`src/hw/rtl/mdms_pkg.sv`:
```
// mdms_pkg: shared types and codes of the motor drive mode sequencer
`default_nettype none

package mdms_pkg;

    localparam int unsigned OFFSET_CAL_LEN = 2048;

    localparam int unsigned CFG_IDX_W  = 2;
    localparam int unsigned CFG_DATA_W = 16;
    localparam int unsigned THR_W      = 15;

    typedef enum logic [2:0] {
        MODE_IDLE  = 3'd0,
        MODE_CAL   = 3'd1,
        MODE_ALIGN = 3'd2,
        MODE_RUN   = 3'd3,
        MODE_OPEN  = 3'd4,
        MODE_FAULT = 3'd5
    } t_mode;

    // the two spare codes are ignored like none
    typedef enum logic [2:0] {
        OP_NONE       = 3'd0,
        OP_ALIGN_ONLY = 3'd1,
        OP_RUN        = 3'd2,
        OP_STOP       = 3'd3,
        OP_CLEAR      = 3'd4,
        OP_OPEN_LOOP  = 3'd5,
        OP_SPARE6     = 3'd6,
        OP_SPARE7     = 3'd7
    } t_opcode;

    typedef enum logic [CFG_IDX_W-1:0] {
        CFG_PROT_EN   = 2'd0,
        CFG_SHORT_THR = 2'd1,
        CFG_ALIGN_ID  = 2'd2,
        CFG_RUN_ID    = 2'd3
    } t_cfg_idx;

    typedef struct packed {
        logic [2:0]         opcode;
        logic               raise_fault;
        logic [15:0]        fault_code;
        logic               align_done;
        logic signed [15:0] healthy_speed;
    } t_in_beat;

    typedef struct packed {
        logic [2:0]         mode;
        logic               mode_entered;
        logic               gate_enable;
        logic               force_safe_pwm;
        logic               clear_driver_faults;
        logic               start_offset_cal;
        logic               load_current_ref;
        logic signed [15:0] d_current_ref;
        logic               active_short;
        logic               prot_clear;
        logic               prot_latch;
        logic [15:0]        latched_code;
    } t_out_beat;

    typedef struct packed {
        logic               protection_enable;
        logic [THR_W-1:0]   short_speed_threshold;
        logic signed [15:0] align_d_current;
        logic signed [15:0] run_d_current;
    } t_cfg;

endpackage

`default_nettype wire

```
`src/hw/rtl/mdms_cfg.sv`:
```
// mdms_cfg: configuration register file
`default_nettype none

module mdms_cfg
    import mdms_pkg::*;
(
    input  wire logic                  i_clk,
    input  wire logic                  i_rst_n,
    input  wire logic                  i_cfg_we,
    input  wire logic [CFG_IDX_W-1:0]  i_cfg_idx,
    input  wire logic [CFG_DATA_W-1:0] i_cfg_data,
    output t_cfg                       o_cfg
);

    t_cfg r_cfg;

    always_ff @(posedge i_clk) begin
        if (!i_rst_n) begin
            r_cfg.protection_enable     <= 1'b1;
            r_cfg.short_speed_threshold <= THR_W'(1000);
            r_cfg.align_d_current       <= 16'sd0;
            r_cfg.run_d_current         <= 16'sd0;
        end else if (i_cfg_we) begin
            unique case (t_cfg_idx'(i_cfg_idx))
                CFG_PROT_EN:   r_cfg.protection_enable     <= i_cfg_data[0];
                CFG_SHORT_THR: r_cfg.short_speed_threshold <= i_cfg_data[THR_W-1:0];
                CFG_ALIGN_ID:  r_cfg.align_d_current       <= $signed(i_cfg_data);
                CFG_RUN_ID:    r_cfg.run_d_current         <= $signed(i_cfg_data);
                default: ;
            endcase
        end
    end

    assign o_cfg = r_cfg;

endmodule

`default_nettype wire

```
`src/hw/rtl/mdms_in_stage.sv`:
```
// mdms_in_stage: input register holding one tick beat until the sequencer takes it
`default_nettype none

module mdms_in_stage
    import mdms_pkg::*;
(
    input  wire logic     i_clk,
    input  wire logic     i_rst_n,
    input  wire logic     i_in_valid,
    output logic          o_in_stall,
    input  wire t_in_beat i_in_data,
    input  wire logic     i_adv,
    output logic          o_vld,
    output t_in_beat      o_beat
);

    logic     r_vld;
    t_in_beat r_beat;
    logic     take;

    // stall only when a held beat cannot move on this cycle
    assign o_in_stall = r_vld && !i_adv;
    assign take       = i_in_valid && !o_in_stall;

    always_ff @(posedge i_clk) begin
        if (!i_rst_n) begin
            r_vld <= 1'b0;
        end else if (take) begin
            r_vld <= 1'b1;
        end else if (i_adv) begin
            r_vld <= 1'b0;
        end
    end

    always_ff @(posedge i_clk) begin
        if (take) begin
            r_beat <= i_in_data;
        end
    end

    assign o_vld  = r_vld;
    assign o_beat = r_beat;

endmodule

`default_nettype wire

```
`src/hw/rtl/mdms_seq.sv`:
```
// mdms_seq: mode state registers and the per-tick transition logic
`default_nettype none

module mdms_seq
    import mdms_pkg::*;
(
    input  wire logic     i_clk,
    input  wire logic     i_rst_n,
    input  wire logic     i_adv,
    input  wire t_in_beat i_beat,
    input  wire t_cfg     i_cfg,
    output t_out_beat     o_res
);

    t_mode r_mode,  n_mode;
    t_mode r_pend,  n_pend;
    logic  r_aof,   n_aof;
    logic  r_fw,    n_fw;
    logic  r_ra,    n_ra;
    logic  r_gate,  n_gate;
    logic  r_short, n_short;

    logic        go;
    t_mode       go_to;
    logic        s_clear;
    logic        p_safe, p_clrdrv, p_cal, p_load;
    logic signed [15:0] p_dref;
    logic [16:0] spd_ext;
    logic [16:0] spd_abs;
    logic        fast;

    // |speed| on 17 bits so that the most negative value stays exact
    assign spd_ext = {i_beat.healthy_speed[15], i_beat.healthy_speed};
    assign spd_abs = spd_ext[16] ? (~spd_ext + 17'd1) : spd_ext;
    assign fast    = spd_abs > {2'b00, i_cfg.short_speed_threshold};

    always_comb begin
        n_mode   = r_mode;
        n_pend   = r_pend;
        n_aof    = r_aof;
        n_fw     = r_fw | i_beat.raise_fault;
        n_ra     = r_ra;
        n_gate   = r_gate;
        n_short  = r_short;
        go       = 1'b0;
        go_to    = MODE_IDLE;
        s_clear  = 1'b0;
        p_safe   = 1'b0;
        p_clrdrv = 1'b0;
        p_cal    = 1'b0;
        p_load   = 1'b0;
        p_dref   = 16'sd0;

        unique case (t_opcode'(i_beat.opcode))
            OP_ALIGN_ONLY: begin
                n_aof  = 1'b1;
                n_pend = MODE_ALIGN;
            end
            OP_RUN: begin
                n_aof  = 1'b0;
                n_pend = MODE_RUN;
            end
            OP_STOP: n_pend = MODE_IDLE;
            OP_CLEAR: begin
                if (r_mode == MODE_FAULT) begin
                    s_clear = 1'b1;
                    n_pend  = MODE_IDLE;
                end
            end
            OP_OPEN_LOOP: n_pend = MODE_OPEN;
            default: ;
        endcase

        // outside fault mode, a waiting fault wins over every other transition
        if (n_fw && r_mode != MODE_FAULT) begin
            go    = 1'b1;
            go_to = MODE_FAULT;
            n_fw  = 1'b0;
        end else begin
            unique case (r_mode)
                MODE_IDLE: begin
                    if (n_pend == MODE_ALIGN || n_pend == MODE_RUN) begin
                        go    = 1'b1;
                        go_to = MODE_CAL;
                    end else if (n_pend == MODE_OPEN && !i_cfg.protection_enable) begin
                        go    = 1'b1;
                        go_to = MODE_OPEN;
                    end else if (n_pend == MODE_OPEN) begin
                        n_pend = MODE_IDLE;
                    end
                end
                MODE_CAL: begin
                    go    = 1'b1;
                    go_to = (n_aof || !r_ra) ? MODE_ALIGN : MODE_RUN;
                end
                MODE_ALIGN: begin
                    if (i_beat.align_done) begin
                        n_ra = 1'b1;
                        go   = 1'b1;
                        if (n_aof) begin
                            n_pend = MODE_IDLE;
                            go_to  = MODE_IDLE;
                        end else begin
                            go_to  = MODE_RUN;
                        end
                    end
                end
                default: begin
                    if (n_pend == MODE_IDLE) begin
                        go    = 1'b1;
                        go_to = MODE_IDLE;
                    end
                end
            endcase
        end

        // entry actions
        if (go) begin
            n_mode = go_to;
            unique case (go_to)
                MODE_IDLE: begin
                    n_gate = 1'b0;
                    p_safe = 1'b1;
                end
                MODE_CAL: begin
                    n_gate   = 1'b1;
                    p_clrdrv = 1'b1;
                    p_safe   = 1'b1;
                    p_cal    = 1'b1;
                end
                MODE_ALIGN: begin
                    n_gate = 1'b1;
                    p_load = 1'b1;
                    p_dref = i_cfg.align_d_current;
                end
                MODE_RUN: begin
                    n_gate = 1'b1;
                    p_load = 1'b1;
                    p_dref = i_cfg.run_d_current;
                end
                MODE_OPEN: begin
                    n_gate   = 1'b1;
                    p_clrdrv = 1'b1;
                end
                default: begin
                    n_short = fast;
                    n_gate  = fast;
                    p_safe  = 1'b1;
                end
            endcase
        end
    end

    always_ff @(posedge i_clk) begin
        if (!i_rst_n) begin
            r_mode  <= MODE_IDLE;
            r_pend  <= MODE_IDLE;
            r_aof   <= 1'b0;
            r_fw    <= 1'b0;
            r_ra    <= 1'b0;
            r_gate  <= 1'b0;
            r_short <= 1'b0;
        end else if (i_adv) begin
            r_mode  <= n_mode;
            r_pend  <= n_pend;
            r_aof   <= n_aof;
            r_fw    <= n_fw;
            r_ra    <= n_ra;
            r_gate  <= n_gate;
            r_short <= n_short;
        end
    end

    always_comb begin
        o_res.mode                = n_mode;
        o_res.mode_entered        = go;
        o_res.gate_enable         = n_gate;
        o_res.force_safe_pwm      = p_safe;
        o_res.clear_driver_faults = p_clrdrv;
        o_res.start_offset_cal    = p_cal;
        o_res.load_current_ref    = p_load;
        o_res.d_current_ref       = p_dref;
        o_res.active_short        = (n_mode == MODE_FAULT) && n_short;
        o_res.prot_clear          = s_clear;
        o_res.prot_latch          = i_beat.raise_fault;
        o_res.latched_code        = i_beat.raise_fault ? i_beat.fault_code : 16'd0;
    end

endmodule

`default_nettype wire

```
`src/hw/rtl/mdms_out_stage.sv`:
```
// mdms_out_stage: result register toward the output channel
`default_nettype none

module mdms_out_stage
    import mdms_pkg::*;
(
    input  wire logic      i_clk,
    input  wire logic      i_rst_n,
    input  wire logic      i_src_vld,
    input  wire t_out_beat i_res,
    output logic           o_adv,
    output logic           o_out_valid,
    input  wire logic      i_out_stall,
    output t_out_beat      o_out_data
);

    logic      r_vld;
    t_out_beat r_res;

    // the register is free when empty or when its beat leaves this cycle
    assign o_adv = i_src_vld && (!r_vld || !i_out_stall);

    always_ff @(posedge i_clk) begin
        if (!i_rst_n) begin
            r_vld <= 1'b0;
        end else if (o_adv) begin
            r_vld <= 1'b1;
        end else if (!i_out_stall) begin
            r_vld <= 1'b0;
        end
    end

    always_ff @(posedge i_clk) begin
        if (o_adv) begin
            r_res <= i_res;
        end
    end

    assign o_out_valid = r_vld;
    assign o_out_data  = r_res;

endmodule

`default_nettype wire

```
`src/hw/rtl/motor_drive_mode_sequencer.sv`:
```
// motor_drive_mode_sequencer: top level of the motor drive mode sequencer
//
//   channel | direction | valid       | stall       | payload
//   --------+-----------+-------------+-------------+------------
//   in      | input     | i_in_valid  | o_in_stall  | i_in_data
//   out     | output    | o_out_valid | i_out_stall | o_out_data
//   cfg     | input     | i_cfg_we    | -           | i_cfg_idx, i_cfg_data
//
// one tick beat per cycle while the output is not stalled; each beat is held in the
// input register and its result in the result register until the output takes it
// the mode update runs in one pass of logic between the two registers
// reset (synchronous, active low) puts the block in idle with all sequencer flags clear
// a stall on the output holds the result register and backs up into the input
`default_nettype none

module motor_drive_mode_sequencer
    import mdms_pkg::*;
(
    input  wire logic                  i_clk,
    input  wire logic                  i_rst_n,
    input  wire logic                  i_in_valid,
    output logic                       o_in_stall,
    input  wire t_in_beat              i_in_data,
    output logic                       o_out_valid,
    input  wire logic                  i_out_stall,
    output t_out_beat                  o_out_data,
    input  wire logic                  i_cfg_we,
    input  wire logic [CFG_IDX_W-1:0]  i_cfg_idx,
    input  wire logic [CFG_DATA_W-1:0] i_cfg_data
);

    t_cfg      cfg;
    t_in_beat  in_beat;
    t_out_beat res;
    logic      in_vld;
    logic      adv;

    mdms_cfg u_cfg (
        .i_clk      (i_clk),
        .i_rst_n    (i_rst_n),
        .i_cfg_we   (i_cfg_we),
        .i_cfg_idx  (i_cfg_idx),
        .i_cfg_data (i_cfg_data),
        .o_cfg      (cfg)
    );

    mdms_in_stage u_in (
        .i_clk      (i_clk),
        .i_rst_n    (i_rst_n),
        .i_in_valid (i_in_valid),
        .o_in_stall (o_in_stall),
        .i_in_data  (i_in_data),
        .i_adv      (adv),
        .o_vld      (in_vld),
        .o_beat     (in_beat)
    );

    mdms_seq u_seq (
        .i_clk   (i_clk),
        .i_rst_n (i_rst_n),
        .i_adv   (adv),
        .i_beat  (in_beat),
        .i_cfg   (cfg),
        .o_res   (res)
    );

    mdms_out_stage u_out (
        .i_clk       (i_clk),
        .i_rst_n     (i_rst_n),
        .i_src_vld   (in_vld),
        .i_res       (res),
        .o_adv       (adv),
        .o_out_valid (o_out_valid),
        .i_out_stall (i_out_stall),
        .o_out_data  (o_out_data)
    );

endmodule

`default_nettype wire

```
`config.mk`:
```
export PLATFORM = sky130hd
export DESIGN_NAME = motor_drive_mode_sequencer
export DESIGN_NICKNAME = d
export VERILOG_FILES = /design/src/hw/rtl/mdms_pkg.sv /design/src/hw/rtl/mdms_cfg.sv /design/src/hw/rtl/mdms_in_stage.sv /design/src/hw/rtl/mdms_seq.sv /design/src/hw/rtl/mdms_out_stage.sv /design/src/hw/rtl/motor_drive_mode_sequencer.sv
export SDC_FILE = /design/constraint.sdc
export NUM_CORES = 1
export LEC_CHECK = 0
export ABC_AREA = 0
export BUFFER_PORTS_ARGS = -buffer_cell sky130_fd_sc_hd__buf_2
export CORE_MARGIN = 10
export CORE_UTILIZATION = 56
export CTS_BUF_LIST = sky130_fd_sc_hd__clkbuf_4 sky130_fd_sc_hd__clkbuf_8 sky130_fd_sc_hd__clkbuf_16
export DETAILED_ROUTE_END_ITERATION = 6
export PLACE_DENSITY = 0.83
export SLEW_MARGIN = 5
export SYNTH_ARGS = -nofsm -noshare
export SYNTH_HDL_FRONTEND = slang
export SYNTH_SLANG_ARGS = --single-unit
```
`constraint.sdc`:
```
create_clock -name i_clk -period 3.6 [get_ports i_clk]
set_input_delay 0.36 -clock i_clk [delete_from_list [all_inputs] [get_ports i_clk]]
set_output_delay 0.36 -clock i_clk [all_outputs]
set_load 0.05 [all_outputs]
```
==> metrics.md <==
| Metric | Value |
|---|---|
| Number of warnings reported in the yosys synthesis log | `0` |
| Total via count after detailed routing | `4841` |
| Die Wd | `approximately 120 um` |
| Post-placement cell count | `slightly above 800` |
| H-tree depth | `4` |
| Worst EP arrival | `3600 ps` |
| Clock latency on the worst-skew pair | `530 ps` |
| Start point of the worst hold path | `i_in_data[10]` |
| Dominant combinational cell family by area after synthesis | `simple AND/OR/NAND/NOR gates` |
| Peak VDD IR | `0.303 mV` |
| Final min period | `3310 ps` |
| HPWL after DPL | `10000 um` |
| Startpoint of the worst setup timing path | `u_in.o_beat[6]` |
| RR Endpoint | `u_out.o_out_data[39]` |
| Starting utilization of the core area | `56.7%` |
| Xor-xnor portion of the synthesized cell area | `1.87%` |
| Combined global-route utilization of all metal layers | `18.5%` |
| Relative slew margins | `20.7%` |
| Synth Register Bits | `142` |
| Worst-path clk slew | `60 ps` |
| Async set or reset register ratio after synthesis | `0%` |
| Starting DRT DRC Count | `381` |
| Count of distinct cell types in the synthesized netlist | `65` |
| Synthesized instance count | `590` |
| Post-CTS repair timing setup buffer count | `0` |
| Average instance area after synthesis | `10.3 um2` |
| Part of the cycle the worst path needs | `92.1%` |
| Num ports | `106` |
| Maximum operating frequency | `approximately 0.30 GHz` |
| Row count | `38` |
| Syn-to-layout area delta | `22.7%` |
| Final-layout worst hold slack | `8.50 ps` |
| Most common flop cell mapped by yosys | `edfxtp_1` |
| Worst setup skew after layout | `approximately 12 ps` |
| Aggregate routed wire length | `approximately 14000 um` |
| Startpoint of the lowest-slack register-to-register path | `u_in.o_beat[6]` |
| Antenna diodes | `0` |
| Final hold viol count | `0` |
| Fin Setup TNS | `0 ps` |
| Class of the most critical hold timing path | `input pin to register` |
| Vias in the first global route | `4813` |
| Die Y | `124 um` |
| CTS sink cnt | `142` |
| Reported leakage power | `0.00288 uW` |
| Number of max-capacitance violations reported | `0` |
| Global-route wire length before repair | `between 20000 and 25000 um` |
| TritonCTS clock tree | `built` |
| Number of setup violations in the final report | `0` |
| Clk buf depth | `2` |
| Setup slack of the most critical reg-to-reg path | `between 200 and 300 ps` |
| DIE AREA | `0.0155 mm2` |
| Global route overflow | `0` |
| Number of design rule violations left after detail routing | `0` |
| Final Wtd Congestion | `between 0.9 and 1` |
| Post-synthesis instance area | `0.00609 mm2` |
| CP required | `3890 ps` |
| Average vias per placed instance | `5.61` |
| Share of the yosys chip area belonging to registers | `59.9%` |
| Share of synthesized cell area in full adder, half adder and majority cells | `around 3.3%` |
| Post-layout net count | `786` |
| Fraction of final layout cells sized beyond drive strength 1 | `between 20% and 30%` |
| Number of standard cells in the final layout excluding fillers | `863` |
| Routed WL per cell | `16.7 um` |
| Antenna violations before repair | `0` |
| Critical path class | `register to register` |
| Final number of max-transition violations | `0` |
| Maximum fanout encountered on the critical timing path | `4` |
| Number of cells on the worst hold path | `1` |
| Hold Path Sink | `u_in.o_beat[10]` |
| Outcome | `finished, final reports clean` |
| Number of enable flip-flop cells after synthesis | `just over 80` |
| Slew of the pin with the lowest slew margin | `around 1200 ps` |
| Final ANT Viol Nets | `0` |
| Filler instances | `slightly below 800` |
| Post-synthesis share of cell area spent on and, or, nand and nor gates | `18.0%` |
| Type of element capturing the critical path | `register` |
| Startpoint types | `register` |
| Multiplexer area fraction after synthesis | `less than 1%` |
| Number of CTS-inserted buffers | `17` |
| 1st-pass router iterations | `5` |
| Core footprint | `0.0107 mm2` |
| Net count after synthesis | `666` |
| Root buffer selected by CTS | `clkbuf_8` |
| Total of buffers placed on input and output ports | `105` |
| RSZ-0062 raised after global routing | `false` |
| R2R depth | `12` |
| Maximum number of pins on one net before global-route repair | `45` |
| P per Cell Area | `530 mW/mm2` |
| Compound-gate portion of the synthesized area | `13.2%` |
[cell usage after synthesis (2+ instances only)]
cell,n,area share (%)
a21o_1,4,0.49
buf_4,3,0.37
nand3_1,7,0.57
nand2_1,145,8.9
clkbuf_1,20,1.2
xnor2_1,9,1.3
edfxtp_1,81,40
nor2_1,22,1.4
and2_1,19,2.0
nand3_2,2,0.33
dfxtp_1,61,20
o41ai_1,2,0.29
nand2b_1,2,0.21
o21ai_0,15,1.2
nor4_1,4,0.41
inv_1,22,1.4
or2_2,3,0.31
a31oi_1,2,0.21
nor2b_1,3,0.31
and3_1,2,0.21
o211ai_1,7,0.86
clkinv_1,2,0.12
nand3b_1,6,0.74
o21a_1,2,0.25
a2bb2oi_1,2,0.29
o31ai_1,3,0.37
a21oi_1,72,5.9
a211oi_1,4,0.49
a211o_1,2,0.29
ha_1,16,3.3
xor2_1,4,0.57
buf_2,3,0.25
nor3_1,4,0.33
nand4_1,4,0.41
[cells by family after synthesis]
| logic type | count (synthesis) |
|---|---|
| compound gates | 130 |
| xor+xnor | 13 |
| fa+ha+maj | 16 |
| buf+inv | 51 |
| flops | 142 |
| mux | 1 |
| simple gates | 237 |
[power by group]
group | internal (uW) | switching [uW] | leakage [uW]
sequential | 1800 | 47.3 | 0.00127
combinational | 153 | 297 | 0.00134
clock | 940 | 725 | 0.000277
total | 2890 | 1070 | 0.00288
[worst max path at each step]
stage / to / slack (ps) / depth (start not counted)
2_1_floorplan: u_out.o_out_data[39] / 410 / 11
3_3_place_gp: u_out.o_out_data[39] / 310 / 12
3_5_place_dp: u_out.o_out_data[39] / 170 / 12
4_1_cts: u_out.o_out_data[39] / 160 / 12
5_1_grt: u_out.o_out_data[39] / 30 / 12
6_report: u_out.o_out_data[39] / 290 / 12
[through the flow]
step	instance area, um2	total power (uW)	utilization (%)	setup slack, ps
global route	7480	4100	69.6	33.8
CTS	7350	3960	68.4	160
floorplan	6090	2180	-	409
finish	7480	3960	69.6	286
detailed placement	6700	2310	62.4	174
global placement	6700	2280	62.4	307
[cell type report]
type / instances / area [um2] / area share, %
Clock buffer: 17 / 414 / 5.54
Clock inverter: 15 / 150 / 2.01
Inverter: 24 / 90.1 / 1.20
Multi-Input combinational cell: 397 / 2250 / 30.1
Sequential cell: 142 / 3650 / 48.8
Tap cell: 140 / 175 / 2.34
Timing Repair Buffer: 128 / 748 / 10.0
[flip-flops by register name, indices dropped and copies added, names as in the netlist]
signal,flops
u_cfg.o_cfg,48
u_in.o_beat,37
u_in.o_vld,1
u_out.o_out_data,44
u_out.o_out_valid,1
u_seq.r_aof,1
u_seq.r_fw,1
u_seq.r_gate,1
u_seq.r_mode,3
u_seq.r_pend,3
u_seq.r_ra,1
u_seq.r_short,1
[layer usage]
layer / share of wire, % / vias to the layer above / GRT usage [%]
met5: 0 / - / 0
met4: 2.4 / 0 / 7.68
met3: 5.7 / 35 / 4.77
met2: 52 / 188 / 32.8
met1: 40 / 2301 / 20.7
li1: - / 2317 / -
[placed cells by master, fill, tap and decap left out, types with 7 or more instances in the layout]
cell type and n:
a21oi_1 72, and2_1 19, buf_2 105, clkbuf_16 16
dfxtp_1 61, dlygate4sd3_1 20, edfxtp_1 81, ha_1 16
inv_1 22, nand2_1 145, nand3_1 7, nor2_1 22
o211ai_1 7, o21ai_0 15, xnor2_1 9
[worst max-delay path, cell delays in order, from the launching register on]
cell and delay (ps):
edfxtp_1 430, or4_1 640, o41ai_2 280, buf_4 180
xnor2_1 120, ha_1 260, a21o_1 170, a21oi_1 160
o21ai_0 130, a211oi_1 230, a211o_1 180, a31oi_1 110
a21o_1 190
[what timing repair did]
action / 4_1_cts / 5_1_grt
hold buffers: 8 / 12
resized for setup: 0 / 2
setup endpoints to repair: 0 / 3
hold endpoints to repair: 8 / 12
Note: power is estimated with default switching activity, not from simulation.
